### src/hw/rtl/brsr_pkg.sv
// Package for the bidirectional random shift register unit.
// Holds the sequencer state type, switch codes, register indexes and sizing constants.
// No dependencies.
package brsr_pkg;

	// Ring and tap sizes.
	localparam int NUM_CELLS = 6;
	localparam int TAP_CELLS = 3;

	// Sample widths and derived tap sizes.
	localparam int SMP_W     = 12;
	localparam int TAP_W     = 2 * TAP_CELLS;
	localparam int TAP_SHIFT = SMP_W - TAP_W;
	localparam int LVL_W     = SMP_W + 2;
	localparam int GAIN_W    = SMP_W + 1;

	// Shared multiplier operand and product widths.
	localparam int MUL_A_W = 33;
	localparam int MUL_B_W = 22;
	localparam int MUL_P_W = MUL_A_W + MUL_B_W;

	// Noise generator constants.
	localparam logic [31:0]        LCG_ADD = 32'd1013904223;
	localparam logic [MUL_B_W-1:0] LCG_MUL = 22'd1664525;

	// Threshold dead zone.
	localparam logic [SMP_W-1:0] P_DEAD_LO = 12'd15;
	localparam logic [SMP_W-1:0] P_DEAD_HI = 12'd4080;

	// Switch codes; the spare code behaves as the middle position.
	localparam logic [1:0] SW_MIDDLE = 2'd0;
	localparam logic [1:0] SW_UP     = 2'd1;
	localparam logic [1:0] SW_DOWN   = 2'd2;
	localparam logic [1:0] SW_SPARE  = 2'd3;

	// Configuration register index and jack mask bits.
	localparam logic REG_JACK_MASK = 1'b0;
	localparam int   JACK_AUDIO1   = 0;
	localparam int   JACK_AUDIO2   = 1;
	localparam int   JACK_CV1      = 2;
	localparam int   JACK_CV2      = 3;

	typedef enum logic [3:0] {
		ST_IDLE,
		ST_NOISE_F,
		ST_EDGE_F,
		ST_NOISE_B,
		ST_EDGE_B,
		ST_OFS_MUL,
		ST_GAIN_MUL,
		ST_GAIN_SET,
		ST_LVL1_MUL,
		ST_LVL2_MUL,
		ST_FINISH
	} brsr_state_t;

endpackage

### src/hw/rtl/bidirectional_random_shift_register_unit.sv
// Top level of the bidirectional random shift register unit.
// Ring of cells, with the noise generator, sample and hold, and level taps sharing one multiplier.
// Depends on brsr_pkg.
//
// Steps: a tick with no clock edge runs the two level products and the finish step; an edge
// first adds its noise and edge steps (forward first when both), then the offset, gain and
// gain-set steps. All products come from the single shared multiplier. The input is taken only
// in the idle step, so one item ends before the next is taken, which may be while the result waits.
// Reset (arst_n low, asynchronous): cells 0, noise seed 1, held offset and gain 0, mask 0.
module bidirectional_random_shift_register_unit
	import brsr_pkg::*;
(
	input  logic                     clk,
	input  logic                     arst_n,
	// Configuration port
	input  logic                     psel,
	input  logic                     penable,
	input  logic                     pwrite,
	input  logic [2:0]               paddr,
	input  logic [31:0]              pwdata,
	output logic [31:0]              prdata,
	output logic                     pready,
	// Input channel
	input  logic                     in_valid,
	output logic                     in_ready,
	input  logic                     fwd_edge,
	input  logic                     back_edge,
	input  logic [1:0]               switch_pos,
	input  logic [SMP_W-1:0]         main_knob,
	input  logic [SMP_W-1:0]         knob_x,
	input  logic [SMP_W-1:0]         knob_y,
	input  logic signed [SMP_W-1:0]  audio_in1,
	input  logic signed [SMP_W-1:0]  audio_in2,
	input  logic signed [SMP_W-1:0]  cv_in1,
	input  logic signed [SMP_W-1:0]  cv_in2,
	// Output channel
	output logic                     out_valid,
	input  logic                     out_ready,
	output logic signed [SMP_W-1:0]  audio_out1,
	output logic signed [SMP_W-1:0]  audio_out2,
	output logic signed [SMP_W-1:0]  level_out1,
	output logic signed [SMP_W-1:0]  level_out2,
	output logic                     pulse_out1,
	output logic                     pulse_out2,
	output logic [11:0]              cell_contents
);

	brsr_state_t state_q, state_d;

	// Configuration
	logic [3:0] jack_mask_q;
	logic       cfg_wr;

	// Captured item
	logic                    be_q;
	logic [1:0]              sw_q;
	logic [SMP_W-1:0]        mk_q, kx_q, ky_q;
	logic signed [SMP_W-1:0] a1_q, a2_q, c1_q, c2_q;

	// Block state
	logic [1:0]        cells_q [NUM_CELLS];
	logic [31:0]       seed_q;
	logic [SMP_W-1:0]  offset_q;
	logic [GAIN_W-1:0] gain_q;
	logic signed [LVL_W-1:0] lvl1_q;

	// Shared multiplier
	logic signed [MUL_A_W-1:0] mul_a;
	logic signed [MUL_B_W-1:0] mul_b;
	logic signed [MUL_P_W-1:0] mul_p;
	logic signed [MUL_P_W-1:0] prod_q;

	// Output register
	logic                    out_valid_q;
	logic signed [SMP_W-1:0] audio1_q, audio2_q, level1_q, level2_q;
	logic                    pulse1_q, pulse2_q;
	logic [11:0]             contents_q;
	logic                    out_load;

	// Threshold and derived control
	logic signed [LVL_W-1:0] p_sum;
	logic [SMP_W-1:0]        p_clip;
	logic [SMP_W-1:0]        p_thr;
	logic                    stable;
	logic                    rand_mode;
	logic                    use_noise;
	logic [31:0]             seed_new;
	logic [SMP_W-1:0]        data_smp;

	// Hold and level helpers
	logic signed [SMP_W:0]   kx_ofs;
	logic signed [GAIN_W-1:0] gain_raw;
	logic [SMP_W-1:0]        gain_clamp;
	logic [TAP_W-1:0]        tap1, tap2;
	logic [SMP_W-1:0]        tap1_scaled, tap2_scaled;
	logic signed [LVL_W-1:0] lvl_now;
	logic [11:0]             packed_cells;

	function automatic logic signed [SMP_W-1:0] clip_level(input logic signed [LVL_W-1:0] v);
		logic signed [LVL_W-1:0] lo, hi;
		lo = -(LVL_W'(2048));
		hi = LVL_W'(2047);
		if (v < lo)
			return SMP_W'(lo);
		else if (v > hi)
			return SMP_W'(hi);
		else
			return v[SMP_W-1:0];
	endfunction

	// Rewrite of the cell that enters at the open end of the ring.
	function automatic logic [1:0] rewrite_cell(
		input logic [1:0]       cur,
		input logic             fwd,
		input logic [1:0]       sw,
		input logic             stbl,
		input logic [SMP_W-1:0] p,
		input logic [SMP_W-1:0] data
	);
		logic [SMP_W-1:0] d;
		d = data;
		if (sw == SW_DOWN)
			return fwd ? 2'b11 : 2'b00;
		else if (sw == SW_UP || stbl)
			return ~cur;
		else begin
			if (!fwd) begin
				if (d == '0)
					d = SMP_W'(1);
				else if (d == '1)
					d = SMP_W'(4094);
			end
			return (d > p) ? ~d[1:0] : cur;
		end
	endfunction

	// APB register access
	assign pready = 1'b1;
	assign cfg_wr = psel && penable && pwrite && pready;
	assign prdata = (paddr[2] == REG_JACK_MASK) ? {28'd0, jack_mask_q} : 32'd0;

	always_ff @(posedge clk or negedge arst_n) begin
		if (!arst_n) begin
			jack_mask_q <= '0;
		end else if (cfg_wr && paddr[2] == REG_JACK_MASK) begin
			jack_mask_q <= pwdata[3:0];
		end
	end

	// Probability threshold with its dead zones.
	always_comb begin
		if (jack_mask_q[JACK_AUDIO2])
			p_sum = LVL_W'(a2_q) + $signed({2'b00, mk_q});
		else
			p_sum = $signed({2'b00, mk_q});
		if (p_sum[LVL_W-1])
			p_clip = '0;
		else if (p_sum > $signed(LVL_W'(4095)))
			p_clip = '1;
		else
			p_clip = p_sum[SMP_W-1:0];
		stable = p_clip < P_DEAD_LO;
		if (stable)
			p_thr = '0;
		else if (p_clip > P_DEAD_HI)
			p_thr = '1;
		else
			p_thr = p_clip;
	end

	assign rand_mode = (sw_q != SW_DOWN) && (sw_q != SW_UP) && !stable;
	assign use_noise = rand_mode && !jack_mask_q[JACK_AUDIO1];
	assign seed_new  = prod_q[31:0] + LCG_ADD;
	// Audio sample plus 2048 is the sample with its sign bit flipped.
	assign data_smp  = jack_mask_q[JACK_AUDIO1] ? {~a1_q[SMP_W-1], a1_q[SMP_W-2:0]}
	                                             : seed_new[31:20];

	// Taps and packed cells
	always_comb begin
		for (int i = 0; i < TAP_CELLS; i++) begin
			tap1[2*i +: 2] = cells_q[i];
			tap2[2*i +: 2] = cells_q[NUM_CELLS-TAP_CELLS+i];
		end
		for (int i = 0; i < 6; i++)
			packed_cells[2*i +: 2] = cells_q[i];
	end
	assign tap1_scaled = SMP_W'(tap1) << TAP_SHIFT;
	assign tap2_scaled = SMP_W'(tap2) << TAP_SHIFT;

	assign kx_ofs   = $signed({1'b0, kx_q}) - $signed((SMP_W+1)'(2048));
	assign gain_raw = prod_q[SMP_W+12:12];
	always_comb begin
		if (gain_raw[GAIN_W-1])
			gain_clamp = '0;
		else if (gain_raw > $signed(GAIN_W'(2048)))
			gain_clamp = SMP_W'(2048);
		else
			gain_clamp = gain_raw[SMP_W-1:0];
	end

	// Product scaled down by 4096, plus offset, recentred.
	assign lvl_now = $signed({2'b00, prod_q[SMP_W+11:12]}) + $signed({2'b00, offset_q})
	                 - $signed(LVL_W'(2048));

	assign out_load = !out_valid_q || out_ready;

	// Sequencer: next state and multiplier operands.
	always_comb begin
		state_d  = state_q;
		in_ready = 1'b0;
		mul_a    = '0;
		mul_b    = '0;
		case (state_q)
			ST_IDLE: begin
				in_ready = 1'b1;
				if (in_valid) begin
					if (fwd_edge)
						state_d = ST_NOISE_F;
					else if (back_edge)
						state_d = ST_NOISE_B;
					else
						state_d = ST_LVL1_MUL;
				end
			end
			ST_NOISE_F: begin
				mul_a   = $signed({1'b0, seed_q});
				mul_b   = $signed(LCG_MUL);
				state_d = ST_EDGE_F;
			end
			ST_EDGE_F: begin
				state_d = be_q ? ST_NOISE_B : ST_OFS_MUL;
			end
			ST_NOISE_B: begin
				mul_a   = $signed({1'b0, seed_q});
				mul_b   = $signed(LCG_MUL);
				state_d = ST_EDGE_B;
			end
			ST_EDGE_B: begin
				state_d = ST_OFS_MUL;
			end
			ST_OFS_MUL: begin
				mul_a   = MUL_A_W'(c1_q);
				mul_b   = MUL_B_W'(kx_ofs);
				state_d = ST_GAIN_MUL;
			end
			ST_GAIN_MUL: begin
				mul_a   = MUL_A_W'(c2_q);
				mul_b   = $signed({{(MUL_B_W-SMP_W){1'b0}}, ky_q});
				state_d = ST_GAIN_SET;
			end
			ST_GAIN_SET: begin
				state_d = ST_LVL1_MUL;
			end
			ST_LVL1_MUL: begin
				mul_a   = $signed({{(MUL_A_W-SMP_W){1'b0}}, tap1_scaled});
				mul_b   = $signed({{(MUL_B_W-GAIN_W){1'b0}}, gain_q});
				state_d = ST_LVL2_MUL;
			end
			ST_LVL2_MUL: begin
				mul_a   = $signed({{(MUL_A_W-SMP_W){1'b0}}, tap2_scaled});
				mul_b   = $signed({{(MUL_B_W-GAIN_W){1'b0}}, gain_q});
				state_d = ST_FINISH;
			end
			ST_FINISH: begin
				if (out_load)
					state_d = ST_IDLE;
			end
			default: begin
				state_d = ST_IDLE;
			end
		endcase
	end

	assign mul_p = mul_a * mul_b;

	always_ff @(posedge clk or negedge arst_n) begin
		if (!arst_n) begin
			state_q <= ST_IDLE;
		end else begin
			state_q <= state_d;
		end
	end

	always_ff @(posedge clk) begin
		// The second level product is held while the result waits for the output register.
		if (state_q != ST_FINISH)
			prod_q <= mul_p;
		if (state_q == ST_IDLE && in_valid) begin
			be_q <= back_edge;
			sw_q <= switch_pos;
			mk_q <= main_knob;
			kx_q <= knob_x;
			ky_q <= knob_y;
			a1_q <= audio_in1;
			a2_q <= audio_in2;
			c1_q <= cv_in1;
			c2_q <= cv_in2;
		end
		if (state_q == ST_LVL2_MUL)
			lvl1_q <= lvl_now;
	end

	// Ring, noise seed and held values.
	always_ff @(posedge clk or negedge arst_n) begin
		if (!arst_n) begin
			for (int i = 0; i < NUM_CELLS; i++)
				cells_q[i] <= '0;
			seed_q   <= 32'd1;
			offset_q <= '0;
			gain_q   <= '0;
		end else begin
			case (state_q)
				ST_EDGE_F: begin
					for (int i = 1; i < NUM_CELLS; i++)
						cells_q[i] <= cells_q[i-1];
					cells_q[0] <= rewrite_cell(cells_q[NUM_CELLS-1], 1'b1, sw_q, stable,
					                           p_thr, data_smp);
					if (use_noise)
						seed_q <= seed_new;
				end
				ST_EDGE_B: begin
					for (int i = 0; i < NUM_CELLS - 1; i++)
						cells_q[i] <= cells_q[i+1];
					cells_q[NUM_CELLS-1] <= rewrite_cell(cells_q[0], 1'b0, sw_q, stable,
					                                     p_thr, data_smp);
					if (use_noise)
						seed_q <= seed_new;
				end
				ST_GAIN_MUL: begin
					// Offset product divided by 4096, recentred by flipping the top bit.
					if (jack_mask_q[JACK_CV1])
						offset_q <= {~prod_q[23], prod_q[22:12]};
					else
						offset_q <= kx_q;
				end
				ST_GAIN_SET: begin
					if (jack_mask_q[JACK_CV2])
						gain_q <= {gain_clamp, 1'b0};
					else
						gain_q <= {1'b0, ky_q};
				end
				default: begin
				end
			endcase
		end
	end

	// Output register; it is loaded as the sequencer leaves its last step.
	always_ff @(posedge clk or negedge arst_n) begin
		if (!arst_n) begin
			out_valid_q <= 1'b0;
		end else if (state_q == ST_FINISH && out_load) begin
			out_valid_q <= 1'b1;
		end else if (out_ready) begin
			out_valid_q <= 1'b0;
		end
	end

	always_ff @(posedge clk) begin
		if (state_q == ST_FINISH && out_load) begin
			audio1_q   <= clip_level(-lvl1_q);
			audio2_q   <= clip_level(-lvl_now);
			level1_q   <= clip_level(lvl1_q);
			level2_q   <= clip_level(lvl_now);
			pulse1_q   <= cells_q[TAP_CELLS-1][0];
			pulse2_q   <= cells_q[NUM_CELLS-1][0];
			contents_q <= packed_cells;
		end
	end

	assign out_valid     = out_valid_q;
	assign audio_out1    = audio1_q;
	assign audio_out2    = audio2_q;
	assign level_out1    = level1_q;
	assign level_out2    = level2_q;
	assign pulse_out1    = pulse1_q;
	assign pulse_out2    = pulse2_q;
	assign cell_contents = contents_q;

endmodule

### config.mk
export PLATFORM = sky130hd
export DESIGN_NAME = bidirectional_random_shift_register_unit
export DESIGN_NICKNAME = d
export VERILOG_FILES = /design/src/hw/rtl/brsr_pkg.sv /design/src/hw/rtl/bidirectional_random_shift_register_unit.sv
export SDC_FILE = /design/constraint.sdc
export NUM_CORES = 1
export LEC_CHECK = 0
export BUFFER_PORTS_ARGS = -buffer_cell sky130_fd_sc_hd__clkbuf_2
export CAP_MARGIN = 5
export CELL_PAD_IN_SITES_DETAIL_PLACEMENT = 0
export CELL_PAD_IN_SITES_GLOBAL_PLACEMENT = 1
export CORE_ASPECT_RATIO = 0.5
export CORE_MARGIN = 3
export CORE_UTILIZATION = 53
export CTS_CLUSTER_SIZE = 28
export DETAILED_ROUTE_END_ITERATION = 7
export PLACE_DENSITY = 0.88
export SYNTH_ARGS = -nofsm -noshare
export SYNTH_HDL_FRONTEND = slang
export SYNTH_SLANG_ARGS = --single-unit
### constraint.sdc
create_clock -name clk -period 20.5 [get_ports clk]
set_clock_uncertainty 0.2 [all_clocks]
set_input_delay 4.1 -clock clk [delete_from_list [all_inputs] [get_ports clk]]
set_output_delay 4.1 -clock clk [all_outputs]
set_load 0.01 [all_outputs]
==> results.json <==
{
  "rsz0062_at_grt": "no",
  "cts_setup_buffers": 0,
  "core_area_um2": 52400,
  "synth_adder_area_share": 0.343,
  "whs_path_depth": 1,
  "grt.overflow.total": 0,
  "antenna_found_initial": 0,
  "synth_compound_area_frac": 0.0944,
  "synth-seq-area-share": 0.273,
  "worstSetupEndpoint": "prod_q[31]$_DFFE_PN_",
  "ys_top_cells_by_area": "fa_1 27%, edfxtp_1 20%, ha_1 7.7%",
  "fin_cells": 3752,
  "reg2reg_depth": 26,
  "async_reset_ff_frac": 0.288,
  "ant_nets": 0,
  "cts.sinks": 271,
  "num_io_pins": 227,
  "drive_gt1_frac": 0.0918,
  "placed_cell_area_um2": 29700,
  "setup_viol": 0,
  "worstSetupPathType": "flip-flop to flip-flop",
  "period_share": 0.498,
  "grt_pass1_vias": 21500,
  "worstMarginPinSlew_ns": 1.18,
  "diodes": 0,
  "status": "complete, no violations",
  "design_area_um2": 30800,
  "insertion_delay_ns": 0.58,
  "fmax_ghz": 0.0979,
  "relSlewSlack": 0.212,
  "syn2layout_area_growth_pct": 8.60,
  "die_w_um": 333,
  "maxCapViolCount": 0,
  "via_per_inst": 5.66,
  "crit_path_top_delay_cell": "nor4bb_4",
  "drc": 0,
  "yosys.area.top_type": "fa_1",
  "worstPathMaxFanout": 22,
  "holdBufCountCts": 0,
  "track_usage": 0.280,
  "htree_num_levels": 1,
  "clk_pin_slew_worst_paths_ns": 0.07,
  "cp_common_cell": "fa_1",
  "cp-startpoint": "state_q[2]$_DFFE_PN0P_",
  "firstDrtPassIters": 5,
  "timing.reg2reg.setup_slack_ns": 10.29,
  "routabilityCongestion": 0.930,
  "dr.first_iter.drc_count": 2004,
  "synth-simple-area-share": 0.136,
  "startpoint_type": "flip-flop",
  "wire_per_inst_um": 20.8,
  "crit_required_ns": 20.61,
  "clockRootBuffer": "clkbuf_16",
  "dp_hpwl_um": 61300,
  "syn-cell-area_um2": 28300,
  "hold_path.class": "flip-flop to flip-flop",
  "synth_top_family_by_area": "adder cells",
  "place_inst": 3698,
  "grt_pass1_wl_um": 122000,
  "dieArea_um2": 56400,
  "routed_wl_um": 78100,
  "die_height_um": 170,
  "fin_nets": 3709,
  "grt_max_degree": 88,
  "hold_viol_final": 0,
  "cp_slowest_stage_delay_ns": 0.96,
  "fillers": 4564,
  "slew_viol_final": 0,
  "synth_edf_count": 193,
  "vias": 21200,
  "synth_top_area_frac": 0.266,
  "ys.flop_type": "edfxtp_1",
  "cts_resized": 0,
  "reg2reg_to": "prod_q[31]$_DFFE_PN_",
  "rows": 59,
  "clock_path_buffers": 3,
  "synth_cells": 2917,
  "fin_setup_tns_ns": 0,
  "fin_crit_ns": 10.21,
  "start_util": 0.541,
  "hold_slack_ns": 0.289,
  "synth_xor_area_frac": 0.0363,
  "cp-end-kind": "flip-flop",
  "reg2reg_from": "state_q[2]$_DFFE_PN0P_",
  "yosysUniqueCellTypes": 92,
  "cts_tree": "built",
  "critical_path_arrival_ns": 10.33,
  "synthMuxAreaShare": 0.0236,
  "synth_warnings": 0,
  "cts_buffers": 29,
  "synth.avg_cell_area_um2": 9.71,
  "ys_ff_latch": 271,
  "io_buffers": 167
}
synthesized netlist by cell type, types with 23 or more instances:
library cell	n
inv_1	530
nand2_1	401
fa_1	376
nor2_1	215
edfxtp_1	193
ha_1	175
a21oi_1	91
clkbuf_1	85
xnor2_1	84
dfrtp_1	77
o21ai_0	59
nor2b_1	36
o21a_1	34
nor3_1	33
buf_4	32
xor2_1	31
a22oi_1	30
and2_1	30
nand3_1	30
a21o_1	27
mux2_1	27
mux2i_1	23
sequential cells by signal (all words and copies together) (netlist names), 2 cells and up:
register	count
ky_q	12
gain_q	13
kx_q	12
audio_out2	12
state_q	4
audio_out1	12
offset_q	12
a2_q	12
lvl1_q	14
level_out1	12
cell_contents	12
seed_q	32
mk_q	12
c2_q	12
jack_mask_q	4
level_out2	12
cells_q	12
sw_q	2
prod_q	32
a1_q	12
c1_q	12
routing by layer:
| metal | vias up | GRT usage | wire length [um] |
|---|---|---|---|
| met2 | 878 | 0.444 | 35300 |
| met4 | 0 | 0.0785 | 2360 |
| met5 | - | 0 | 0 |
| met3 | 134 | 0.0499 | 6980 |
| li1 | 9628 | - | - |
| met1 | 10600 | 0.400 | 33400 |
per-stage QoR:
stage                util  worst slack (ns)
global placement    0.568             10.40
floorplan               -             11.92
detailed placement  0.568             10.35
CTS                 0.587             10.33
finish              0.587             10.29
global route        0.587              9.76
final cells by class:
type | count | area, um2 | area share
inverter | 531 | 1990 | 0.0648
timing repair buffer | 191 | 1020 | 0.0331
multi-input combinational | 2004 | 18100 | 0.589
clock buffer | 31 | 733 | 0.0238
tap | 701 | 877 | 0.0285
sequential | 271 | 7750 | 0.252
clock inverter | 23 | 288 | 0.00935
cells by family after synthesis:
logic type / after synthesis
adder cells (fa/ha/maj): 551
other: 2
buffers and inverters: 669
AO/OA/AOI/OAI: 388
flip-flops: 271
AND/OR/NAND/NOR: 858
multiplexers: 62
XOR/XNOR: 116
worst min path at each step:
stage / start / to / slack, ns
floorplan: gain_q[0]$_DFFE_PN0P_ / gain_q[0]$_DFFE_PN0P_ / 0.25
global placement: gain_q[7]$_DFFE_PN0P_ / gain_q[7]$_DFFE_PN0P_ / 0.27
detailed placement: gain_q[3]$_DFFE_PN0P_ / gain_q[3]$_DFFE_PN0P_ / 0.28
CTS: gain_q[3]$_DFFE_PN0P_ / gain_q[3]$_DFFE_PN0P_ / 0.29
global route: seed_q[9]$_DFFE_PN0P_ / seed_q[9]$_DFFE_PN0P_ / 0.31
finish: seed_q[20]$_DFFE_PN0P_ / seed_q[20]$_DFFE_PN0P_ / 0.29
cell usage in the layout (no fill, tap or decap), types with 31 or more instances in the layout:
master | synthesis | final
clkbuf_2 | 0 | 166
xor2_1 | 31 | 31
xnor2_1 | 84 | 84
a21oi_1 | 91 | 91
dfrtp_1 | 77 | 77
o21ai_0 | 59 | 59
nand2_1 | 401 | 400
nor3_1 | 33 | 33
o21a_1 | 34 | 34
edfxtp_1 | 193 | 193
nor2_1 | 215 | 214
ha_1 | 175 | 175
nor2b_1 | 36 | 36
fa_1 | 376 | 376
inv_1 | 530 | 530
critical path: cells and delay by family, from the launching register on:
family	cells	cell delay (ns)
buffers and inverters	7	1.09
xor gates and xnor gates	1	0.17
DFF	1	0.65
and+or+nand+nor	5	2.32
AOI/OAI and AO/OA	5	1.62
adders and majority gates	8	3.87
Power is not shown: default switching activity piles up to over one toggle a cycle in this logic, so the estimate is an artifact.
